`config.mk`:
```
export PLATFORM = sky130hd
export DESIGN_NAME = bsfp_queue
export DESIGN_NICKNAME = d
export VERILOG_FILES = /design/src/rtl/bsfp_pkg.sv /design/src/rtl/bsfp_queue.sv
export SDC_FILE = /design/constraint.sdc
export NUM_CORES = 1
export LEC_CHECK = 0
export BUFFER_PORTS_ARGS = -buffer_cell sky130_fd_sc_hd__buf_2
export CAP_MARGIN = 10
export CORE_MARGIN = 2
export CORE_UTILIZATION = 54
export CTS_BUF_LIST = sky130_fd_sc_hd__clkbuf_4 sky130_fd_sc_hd__clkbuf_8
export DETAILED_ROUTE_END_ITERATION = 10
export HOLD_SLACK_MARGIN = 0.12
export PLACE_DENSITY = 0.82
export SLEW_MARGIN = 20
export SYNTH_ARGS = -nofsm -noshare
export SYNTH_HDL_FRONTEND = slang
export SYNTH_SLANG_ARGS = --single-unit
```
`constraint.sdc`:
```
create_clock -name clk -period 11.75 [get_ports clk]
set_clock_uncertainty 0.15 [all_clocks]
set_input_delay 0.5875 -clock clk [delete_from_list [all_inputs] [get_ports clk]]
set_output_delay 0.5875 -clock clk [all_outputs]
set_load 0.005 [all_outputs]
```
`src/rtl/bsfp_pkg.sv`:
```
package bsfp_pkg;

  localparam int FIELD_W   = 32;
  localparam int COST_W    = 64;
  localparam int FEE_W     = 64;
  localparam int SCALE_W   = 20;
  localparam logic [SCALE_W-1:0] CENTIBPS_SCALE = 20'd1000000;
  localparam int NPROD_W   = FIELD_W + SCALE_W;
  localparam int Q_DEPTH   = 2;
  localparam int Q_PTR_W   = 1;
  localparam int Q_CNT_W   = 2;
  localparam int DIV_CNT_W = 7;
  localparam logic [DIV_CNT_W-1:0] DIV_STEPS = 7'd64;
  localparam int PADDR_W   = 3;
  localparam logic [0:0] REG_FEE_FRACTION = 1'b0;

  typedef struct packed {
    logic [FIELD_W-1:0] level_price;
    logic [FIELD_W-1:0] level_size;
    logic               first_level;
    logic               last_level;
    logic               book_empty;
    logic [FIELD_W-1:0] order_quantity;
    logic [FIELD_W-1:0] mid_ticks;
    logic [FIELD_W-1:0] spread_ticks;
    logic               is_buy;
  } in_item_t;

  typedef struct packed {
    logic [FIELD_W-1:0] avg_price;
    logic [FIELD_W-1:0] impact_ticks;
    logic [FIELD_W-1:0] slippage_centibps;
    logic [FEE_W-1:0]   fee_amount;
  } out_item_t;

  // one finished order waiting for pricing
  typedef struct packed {
    logic [COST_W-1:0]  cost;
    logic [FIELD_W-1:0] divisor;
    logic               use_div;
    logic [FIELD_W-1:0] best;
    logic [FIELD_W-1:0] mid;
    logic [FIELD_W-1:0] qty;
  } job_t;

  typedef struct packed {
    logic full;
    logic nonempty;
  } q_stat_t;

  typedef enum logic [8:0] {
    S_IDLE  = 9'b000000001,
    S_FDIV  = 9'b000000010,
    S_PREP  = 9'b000000100,
    S_SLIP  = 9'b000001000,
    S_SWAIT = 9'b000010000,
    S_FEE1  = 9'b000100000,
    S_FEE2  = 9'b001000000,
    S_FEE3  = 9'b010000000,
    S_OUT   = 9'b100000000
  } back_state_t;

endpackage

```
`src/rtl/bsfp_queue.sv`:
```
module bsfp_queue (
  input  logic              clk,
  input  logic              rst,
  input  logic              push,
  input  bsfp_pkg::job_t    job_in,
  input  logic              pop,
  output bsfp_pkg::q_stat_t q_stat,
  output bsfp_pkg::job_t    head
);

  bsfp_pkg::job_t mem [bsfp_pkg::Q_DEPTH];
  logic [bsfp_pkg::Q_PTR_W-1:0] wr_ptr, rd_ptr;
  logic [bsfp_pkg::Q_CNT_W-1:0] count;

  assign q_stat.full     = count == bsfp_pkg::Q_CNT_W'(bsfp_pkg::Q_DEPTH);
  assign q_stat.nonempty = count != '0;
  assign head            = mem[rd_ptr];

  always_ff @(posedge clk) begin
    if (rst) begin
      wr_ptr <= '0;
      rd_ptr <= '0;
      count  <= '0;
    end else begin
      if (push) begin
        wr_ptr <= wr_ptr + 1'b1;
      end
      if (pop) begin
        rd_ptr <= rd_ptr + 1'b1;
      end
      if (push && !pop) begin
        count <= count + 1'b1;
      end else if (pop && !push) begin
        count <= count - 1'b1;
      end
    end
  end

  always_ff @(posedge clk) begin
    if (push) begin
      mem[wr_ptr] <= job_in;
    end
  end

endmodule

```
==> metrics.md <==
| Metric | Value |
|---|---|
| Int Pwr | `2.383 mW` |
| Slew HR | `28.11%` |
| Worst-Skew Late Latency | `560 ps` |
| Clock Path Buffers | `3` |
| # rows | `59` |
| Vias/cell | `5.207` |
| Worst R2R Path Depth | `3` |
| Input/output buffers | `391` |
| Vias in the first global route | `9306` |
| Fill count | `1388` |
| Worst Max-Slew Pin Slew | `1078 ps` |
| Layout cells sized above 1 | `52.83%` |
| CTS tree | `yes` |
| Syn Area/Cell | `22.81 sq um` |
| Iter 0 DRT Violations | `829` |
| Sw Share | `22.13%` |
| WS Path Type | `flop to output port` |
| Grt ovf | `0` |
| Worst-path clk slew | `60 ps` |
| Clock share of power | `34.0%` |
| Synth unique cells | `17` |
| Final net count | `1452` |
| Initial Util | `54.76%` |
| Worst R2R End | `mem[0][164]` |
| Pins Over Slew Limit | `0` |
| Post-DRT Antenna Nets | `0` |
| Setup TNS Final | `0 ps` |
| Width of the die | `166.1 microns` |
| Area of the core | `25910 sq um` |
| # Post-CTS Setup Buffers | `0` |
| Gate power share | `11.8%` |
| Final setup violation count | `0` |
| I/O Pins | `392` |
| Worst EP required | `11010 ps` |
| DR WL/cell | `21.14 microns` |
| Crit-path max FO | `82` |
| Cell Area, Synth | `14190 sq um` |
| Hold Path Origin | `pop` |
| Power Density | `157.4 nW/um^2` |
| Yosys reg bits | `391` |
| Via count | `8471` |
| Yosys top cell area share | `81.69%` |
| Sequential area share after synthesis | `82.40%` |
| Hold Vio Cnt, Final | `0` |
| Critical path startpoint category | `flop` |
| Cell Count, Final, Fillers Out | `1627` |
| H-tree depth | `2` |
| Syn Nets | `820` |
| R2R setup slack | `8720 ps` |
| Area contributors post-synth | `edfxtp_1, mux2_2, buf_6` |
| Area Overhead vs Synth | `37.06%` |
| Global-route wire length before repair | `52100 microns` |
| Worst min-delay path class | `input pin to flop` |
| Total Wirelength | `34390 microns` |
| CTS sink count | `391` |
| Maxcap violations | `0` |
| Total Routing Usage GR | `24.45%` |
| Status | `finished, final reports clean` |
| Die ar. | `27590 sq um` |
| Die Height | `166.1 microns` |
| Total CTS buffers | `59` |
| Leak | `7.407 nW` |
| Gp weighted congestion | `0.7766` |
| Syn Inst Count | `622` |
| Period utilization | `31.19%` |
| Hold Path Stages | `3` |
| Pre-Repair DR Iteration Count | `5` |
| Maximum vdd drop | `0.1329 mV` |
| Yosys top cell by area | `edfxtp_1` |
| Crit path DAT | `2930 ps` |
| Min cycle time layout | `3664 ps` |
| Placed insts | `1334` |
| Worst r2r src | `wr_ptr` |
| RSZ-0062 raised after global routing | `no` |
| Post-CTS Hold Fix Bufs | `194` |
| Worst setup EP type | `output port` |
| Fmax achieved | `272.9 MHz` |
| Post-layout util | `75.05%` |
| Switch Pwr | `0.6772 mW` |
| Initial antenna violation count | `4` |
| Sequential share of power | `54.2%` |
| Clock root cell | `clkbuf_8` |
| Dpl hpwl | `19000 microns` |
| Largest net degree at the start of global routing | `83` |
| DRC | `0` |
| Yosys warning total | `0` |
| Post_cts resized | `0` |
per-stage QoR:
step	hold slack [ps]	worst slack, ps	power (mW)	area [sq um]
after floorplan	305.8	1916	1.856	14190
after global placement	321.6	8390	1.970	16410
after global routing	199.0	7926	3.173	19450
after detailed placement	372.9	8366	1.982	16410
after CTS	150.2	8065	3.059	19440
final	213.8	8086	3.060	19450
metal layers:
| layer | up-vias | global-route usage [%] | part of all wire, % |
|---|---|---|---|
| met5 | - | 0 | 0.038 |
| met4 | 2 | 10.43 | 3.7 |
| met3 | 85 | 6.316 | 8.1 |
| met2 | 490 | 41.96 | 51 |
| met1 | 4141 | 29.54 | 37 |
| li1 | 3753 | - | - |
cell families (layout without fill, tap and decap cells):
kind of cell / after synthesis / in the layout / synth area share [%]
adder cells (fa/ha/maj): 1 / 1 / 0.08817
buffers and inverters: 22 / 689 / 1.552
multiplexers: 193 / 193 / 15.32
other: 0 / 3 / 0
XOR/XNOR: 4 / 4 / 0.2470
flip-flops: 391 / 391 / 82.40
AND/OR/NAND/NOR: 9 / 9 / 0.3263
AO/OA/AOI/OAI: 2 / 2 / 0.07048
placed cells by master, fill, tap and decap left out, drive strengths merged:
cell	instances
bufinv	1
nor2	4
diode	3
mux2	193
or3	1
xnor2	2
inv	1
clkinv	13
edfxtp	386
clkbuf	82
and2	1
o21ai	1
a21oi	1
dfxtp	5
dlygate4sd3	194
xor2	2
ha	1
nor2b	2
buf	398
or2	1
worst max-delay path by stage:
stage	endpoint	cells past startpoint	slack [ps]
2_1_floorplan	mem[0][0]	1	1920
6_report	head[151]	3	8090
3_3_place_gp	mem[0][169]	4	8390
5_1_grt	head[151]	3	7930
4_1_cts	head[133]	3	8070
3_5_place_dp	mem[0][103]	4	8370
state kept, by name (all words and copies together) (netlist names), named ones only:
| name | flops |
|---|---|
| rd_ptr | 1 |
| wr_ptr | 1 |
| mem | 386 |
| count | 2 |
power by group through the flow:
stage,logic (mW),registers [mW],clock network (mW)
3_3_place_gp,0.291,1.68,0
2_1_floorplan,0.164,1.69,0
4_1_cts,0.353,1.66,1.05
6_report,0.360,1.66,1.04
5_1_grt,0.383,1.67,1.12
3_5_place_dp,0.297,1.69,0
synthesized netlist by cell type:
cell      count
nor2_1        4
ha_1          1
xor2_1        2
a21oi_1       1
buf_2         2
or2_2         1
edfxtp_1    386
dfxtp_1       5
and2_1        1
mux2_2      193
inv_1         1
nor2b_1       2
xnor2_1       2
buf_4         2
o21ai_0       1
buf_6        17
or3_1         1
worst max-delay path, cell delays in order (launching register included):
cell and delay (ps):
dfxtp_4 800, buf_4 910, mux2_2 440, buf_2 140
area by class of cell:
type	count	area (sq um)	area share, %
flip-flops and latches	391	11700	60.14
repair buffers	592	3951	20.32
multi-input cells	209	2287	11.76
clock buffers	82	997.2	5.128
well taps	335	419.2	2.155
clock inverters	14	86.33	0.4439
diodes	3	7.507	0.03860
inverters	1	3.754	0.01930
Power figures use the tool's default switching activity.
