===== src/rtl/bsfp_pkg.sv =====
package bsfp_pkg;

  localparam int FIELD_W   = 32;
  localparam int COST_W    = 64;
  localparam int FEE_W     = 64;
  localparam int SCALE_W   = 20;
  localparam logic [SCALE_W-1:0] CENTIBPS_SCALE = 20'd1000000;
  localparam int NPROD_W   = FIELD_W + SCALE_W;
  localparam int Q_DEPTH   = 2;
  localparam int Q_PTR_W   = 1;
  localparam int Q_CNT_W   = 2;
  localparam int DIV_CNT_W = 7;
  localparam logic [DIV_CNT_W-1:0] DIV_STEPS = 7'd64;
  localparam int PADDR_W   = 3;
  localparam logic [0:0] REG_FEE_FRACTION = 1'b0;

  typedef struct packed {
    logic [FIELD_W-1:0] level_price;
    logic [FIELD_W-1:0] level_size;
    logic               first_level;
    logic               last_level;
    logic               book_empty;
    logic [FIELD_W-1:0] order_quantity;
    logic [FIELD_W-1:0] mid_ticks;
    logic [FIELD_W-1:0] spread_ticks;
    logic               is_buy;
  } in_item_t;

  typedef struct packed {
    logic [FIELD_W-1:0] avg_price;
    logic [FIELD_W-1:0] impact_ticks;
    logic [FIELD_W-1:0] slippage_centibps;
    logic [FEE_W-1:0]   fee_amount;
  } out_item_t;

  // one finished order waiting for pricing
  typedef struct packed {
    logic [COST_W-1:0]  cost;
    logic [FIELD_W-1:0] divisor;
    logic               use_div;
    logic [FIELD_W-1:0] best;
    logic [FIELD_W-1:0] mid;
    logic [FIELD_W-1:0] qty;
  } job_t;

  typedef struct packed {
    logic full;
    logic nonempty;
  } q_stat_t;

  typedef enum logic [8:0] {
    S_IDLE  = 9'b000000001,
    S_FDIV  = 9'b000000010,
    S_PREP  = 9'b000000100,
    S_SLIP  = 9'b000001000,
    S_SWAIT = 9'b000010000,
    S_FEE1  = 9'b000100000,
    S_FEE2  = 9'b001000000,
    S_FEE3  = 9'b010000000,
    S_OUT   = 9'b100000000
  } back_state_t;

endpackage


===== src/rtl/bsfp_front.sv =====
module bsfp_front #(
  parameter int PRICE_BITS = 32,
  parameter int QTY_BITS   = 32
) (
  input  logic               clk,
  input  logic               rst,
  input  logic               start,
  input  bsfp_pkg::in_item_t item,
  input  bsfp_pkg::q_stat_t  q_stat,
  output logic               busy,
  output logic               push,
  output bsfp_pkg::job_t     job
);

  localparam int PW    = PRICE_BITS;
  localparam int QW    = QTY_BITS;
  localparam int PRODW = PRICE_BITS + QTY_BITS;

  logic [PW-1:0] price, mid, spread, half_dn, half_up, emp_fill;
  logic [PW:0]   buy_sum;
  logic [QW-1:0] size, qty, rem_eff, take, filled;
  logic          accept, eff_open;

  logic [QW-1:0]    remaining;
  logic [PW-1:0]    best;
  logic             open;
  logic [bsfp_pkg::COST_W-1:0] cost, cost_next;

  logic             s_vld, s_first, s_last, s_empty;
  logic [PRODW-1:0] s_prod;
  logic [QW-1:0]    s_qty;
  logic [PW-1:0]    s_mid, s_fill;

  assign price  = item.level_price[PW-1:0];
  assign mid    = item.mid_ticks[PW-1:0];
  assign spread = item.spread_ticks[PW-1:0];
  assign size   = item.level_size[QW-1:0];
  assign qty    = item.order_quantity[QW-1:0];

  assign busy   = s_vld || q_stat.full;
  assign accept = start && !busy;

  assign eff_open = item.first_level || open;
  assign rem_eff  = item.first_level ? qty : remaining;
  assign take     = (rem_eff < size) ? rem_eff : size;

  // spread model for an empty book
  assign half_dn  = spread >> 1;
  assign half_up  = half_dn + PW'(spread[0]);
  assign buy_sum  = {1'b0, mid} + {1'b0, half_dn};
  assign emp_fill = item.is_buy ? (buy_sum[PW] ? {PW{1'b1}} : buy_sum[PW-1:0])
                                : ((mid >= half_up) ? (mid - half_up) : '0);

  always_ff @(posedge clk) begin
    if (rst) begin
      remaining <= '0;
      best      <= '0;
      open      <= 1'b0;
      cost      <= '0;
      s_vld     <= 1'b0;
    end else begin
      s_vld <= 1'b0;
      if (s_vld && !s_empty) begin
        cost <= cost_next;
      end
      if (accept) begin
        if (item.book_empty) begin
          open  <= 1'b0;
          s_vld <= 1'b1;
        end else if (eff_open) begin
          if (item.first_level) begin
            best <= price;
          end
          remaining <= rem_eff - take;
          open      <= !item.last_level;
          s_vld     <= 1'b1;
        end
      end
    end
  end

  always_ff @(posedge clk) begin
    if (accept) begin
      s_first <= item.first_level;
      s_last  <= item.last_level;
      s_empty <= item.book_empty;
      s_prod  <= take * price;
      s_qty   <= qty;
      s_mid   <= mid;
      s_fill  <= emp_fill;
    end
  end

  assign cost_next = (s_first ? '0 : cost) + bsfp_pkg::COST_W'(s_prod);
  assign filled    = (s_qty > remaining) ? (s_qty - remaining) : '0;

  assign push        = s_vld && (s_empty || s_last);
  assign job.cost    = s_empty ? '0 : cost_next;
  assign job.divisor = bsfp_pkg::FIELD_W'(filled);
  assign job.use_div = !s_empty && (filled != '0);
  assign job.best    = bsfp_pkg::FIELD_W'(s_empty ? s_fill : best);
  assign job.mid     = bsfp_pkg::FIELD_W'(s_mid);
  assign job.qty     = bsfp_pkg::FIELD_W'(s_qty);

endmodule


===== config.mk =====
export PLATFORM = sky130hd
export DESIGN_NAME = bsfp_front
export DESIGN_NICKNAME = d
export VERILOG_FILES = /design/src/rtl/bsfp_pkg.sv /design/src/rtl/bsfp_front.sv
export SDC_FILE = /design/constraint.sdc
export NUM_CORES = 2
export LEC_CHECK = 0
export BUFFER_PORTS_ARGS = -buffer_cell sky130_fd_sc_hd__buf_2
export CELL_PAD_IN_SITES_DETAIL_PLACEMENT = 1
export CELL_PAD_IN_SITES_GLOBAL_PLACEMENT = 1
export CORE_MARGIN = 3
export CORE_UTILIZATION = 45
export DETAILED_ROUTE_END_ITERATION = 7
export GPL_TIMING_DRIVEN = 1
export PLACE_DENSITY = 0.87
export REMOVE_ABC_BUFFERS = 1
export SLEW_MARGIN = 20
export SYNTH_ARGS = -nofsm -noshare
export SYNTH_HDL_FRONTEND = slang
export SYNTH_SLANG_ARGS = --single-unit

===== constraint.sdc =====
create_clock -name clk -period 18.75 [get_ports clk]
set_clock_uncertainty 0.15 [all_clocks]
set_input_delay 3.75 -clock clk [delete_from_list [all_inputs] [get_ports clk]]
set_output_delay 3.75 -clock clk [all_outputs]
set_load 0.02 [all_outputs]

==> results.env <==
STATUS='finished, final reports clean'
DETAILEDROUTE.FIRSTITERATIONVIOLATIONS=3416
ANTENNA_VIOLATING_NETS_POST_ROUTE=0
SYNTH.LIB_CELLS_USED.DISTINCT=77
SYNTH_CELLS=6370
CAP_VIOL_MAX_COUNT=0
VIA_PER_INST=5.76
FINAL_LAYOUT_SIZE_SUFFIX_GT1_FRAC=0.0873
CTS_TREE='built'
TRITONCTS.NUM_BUFFERS=40
CLK_PATH_BUF_DEPTH=3
SYNTHESIS.AREA_PER_INSTANCE_UM2=8.78
WORST_SLEW_PIN_SLEW_NS=1.16
TYPE_OF_THE_MOST_CRITICAL_HOLD_PATH='reg -> reg'
TIMING.CRITICAL_PATH.SLOWEST_CELL_DELAY_NS=0.86
FINAL.SETUP.TNS_NS=0
WORST-R2R-CELL-COUNT=40
SYNTH-SEQ-CELLS=293
CP_DATA_REQUIRED_TIME_NS=18.94
RSZ0062_AT_GRT='false'
SYNTHESIS.AREA_UM2=55900
DESIGN.DIE.AREA_UM2=129000
TIMING.CRITICAL_PATH.FROM_TYPE='input port'
CRIT_FANOUT=65
SYNTH.YOSYS.WARNINGS=0
SYNTHARSTFLOPSHARE=0
MAX_FREQ_GHz=0.0610
CRIT-REG2REG-CAPTURE='s_prod[58]'
COUNT_OF_FINAL_HOLD_CHECK_VIOLATIONS=0
ROUTED_LEN_INST_UM=24.1
TIMING.FINAL.CRIT_SHARE=0.875
ANTENNA_FOUND_INITIAL=13
SYNTH_FLOP_CELL='sky130_fd_sc_hd__edfxtp_1'
GRT_FIRST_PASS_WIRELENGTH_MM=305
PLACE_CONGESTION=0.944
IO_PINS=364
GRT_PASS1_VIAS=53954
POST_CTS_RESIZED=0
SETUP.WORST_PATH.CLASS='in -> reg'
DESIGN.CORE.AREA_UM2=123000
FINALWORSTPATHREQUIREDPERIOD_NS=16.40
FINALWIRELENGTH_MM=197
HTREE_DEPTH=2
CLK_LATENCY_WORST_SKEW_PAIR_NS=0.62
CTS.REPORTEDPATHS.CLKPINSLEW_NS=0.06
PORT_BUFFER_CELLS=362
DIE_WIDTH_UM=359
GLOBAL_ROUTE_TOTAL_USAGE_ACROSS_EVERY_LAYER=0.307
CRIT_ARRIVAL_NS=16.60
CTSROOTBUFFERMASTER='sky130_fd_sc_hd__clkbuf_16'
FIN_NETS=8060
DR_TOTAL_VIAS=47044
DIE_Y_UM=359
DRCVIOLATIONCOUNT=0
START_UTIL=0.456
MAX-SLEW-MARGIN-REL=0.223
CRITPATHLAUNCH='item[99]'
SYNTH_ENABLE_FLOP_CELLS=163
SETUP_VIOL=0
SYN2LAYOUT_AREA_GROWTH_PCT=8.24
R2R-START='remaining[1]'
GRT_MAX_DEGREE=101
CTS_POST_SETUP_BUFFERS_INSERTED=0
SYNTH_SEQ_AREA_SHARE=0.134
DETAIL_ROUTE.FIRST_PASS.ITERATIONS=6
GR-TOTAL-OVERFLOW=0
CRITPATHSLOWESTCELL='sky130_fd_sc_hd__a21o_1'
CRITPATHCAPTURE='s_prod[58]'
RRSETUPSLACK_NS=5.57
PLACE.DETAILED.HPWL_MM=156
FILLER_CELL_COUNT=14402
ROW_COUNT=128
CTS_HOLD_BUF=0
SETUP.WORST_PATH.END_CLASS='flop'
REPORT.FINAL.SLEW_VIOL_COUNT=0
CLOCK_SINKS=293
CRIT_TOP_CELL='sky130_fd_sc_hd__fa_1'
synthesized netlist by cell type, types with 112 or more instances:
library cell	instances	area, um2
sky130_fd_sc_hd__edfxtp_1	163	4890
sky130_fd_sc_hd__o21ai_0	184	921
sky130_fd_sc_hd__fa_1	901	18000
sky130_fd_sc_hd__dfxtp_1	130	2600
sky130_fd_sc_hd__a21o_1	186	1400
sky130_fd_sc_hd__ha_1	485	6070
sky130_fd_sc_hd__nor2b_1	112	701
sky130_fd_sc_hd__a21oi_1	349	1750
sky130_fd_sc_hd__and2_1	621	3880
sky130_fd_sc_hd__nand2_1	718	2700
sky130_fd_sc_hd__xnor2_1	149	1310
sky130_fd_sc_hd__nor2_1	317	1190
sky130_fd_sc_hd__clkbuf_1	310	1160
sky130_fd_sc_hd__inv_1	999	3750
per-stage QoR:
step / util / hold slack (ns) / worst slack, ns / instances / instance area (um2)
finish: 0.494 / 0.303 / 2.35 / 8170 / 60500
global placement: 0.482 / 0.280 / 2.16 / 8088 / 59100
detailed placement: 0.482 / 0.287 / 1.83 / 8088 / 59100
floorplan: - / 0.267 / 0.519 / 6037 / 54600
global route: 0.494 / 0.324 / 1.59 / 8165 / 60500
CTS: 0.494 / 0.303 / 2.42 / 8162 / 60500
per-layer routing:
metal  wire, um  share of wire  GRT usage  vias up
met5         13       0.000066          0        -
met4      11700          0.059      0.168        2
met3      14100          0.072     0.0503      629
met2      96300           0.49      0.531     2002
met1      74600           0.38      0.364    23914
li1           -              -          -    20497
flip-flops by register name (all words and copies together), names as in the netlist:
| register | flops |
|---|---|
| s_vld | 1 |
| cost | 64 |
| open | 1 |
| best | 32 |
| remaining | 32 |
| s_last | 1 |
| s_qty | 32 |
| s_first | 1 |
| s_empty | 1 |
| s_prod | 64 |
| s_mid | 32 |
| s_fill | 32 |
critical path: cells and delay by family:
family	cells	cell delay [ns]
adder cells (fa/ha/maj)	10	4.65
XOR/XNOR	1	0.11
AO/OA/AOI/OAI	18	5.62
AND/OR/NAND/NOR	4	0.70
buffers and inverters	7	1.69
cells in the final DEF (no fill, tap or decap), drive strengths merged, types with 8 or more instances in the layout:
cell / instances
nor3: 39
xor2: 107
nand3: 58
inv: 1001
or3: 11
a21boi: 12
a21o: 186
nand4: 41
dfxtp: 130
clkinv: 16
edfxtp: 163
a2111oi: 9
buf: 426
diode: 8
xnor2: 149
or2: 8
nor2b: 112
nor2: 317
nand2b: 33
clkbuf: 51
a21oi: 349
nor4: 9
o21a: 38
o21bai: 40
a221oi: 9
a31oi: 40
o21ai: 189
mux2: 32
a211oi: 34
and2: 623
and3: 39
fa: 901
o31ai: 35
nand2: 718
ha: 485
and4: 11
o211ai: 11
final cells by class:
class | count | area, um2 | area share
Multi-Input combinational cell | 4745 | 43500 | 0.718
Sequential cell | 293 | 7500 | 0.124
Inverter | 999 | 3750 | 0.0620
Timing Repair Buffer | 426 | 2310 | 0.0381
Tap cell | 1625 | 2030 | 0.0336
Clock buffer | 51 | 1170 | 0.0193
Clock inverter | 23 | 282 | 0.00465
Antenna cell | 8 | 20.0 | 0.000331
how the worst min path moves through the flow:
stage | end | from | cells past startpoint
after floorplan | cost[56] | cost[56] | 2
after global routing | remaining[21] | remaining[21] | 2
final | cost[56] | cost[56] | 2
after global placement | cost[60] | cost[60] | 2
after CTS | cost[56] | cost[56] | 2
after detailed placement | cost[56] | cost[56] | 2
cell families after synthesis:
kind of cell / after synthesis / synth area share
xor gates and xnor gates: 256 / 0.0401
adders and majority gates: 1386 / 0.431
and+or+nand+nor: 2044 / 0.182
AOI/OAI and AO/OA: 1022 / 0.116
muxes: 37 / 0.00734
DFF: 293 / 0.134
buffers and inverters: 1332 / 0.0899
Power is not shown: default switching activity piles up to over one toggle a cycle in this logic, so the estimate is an artifact.
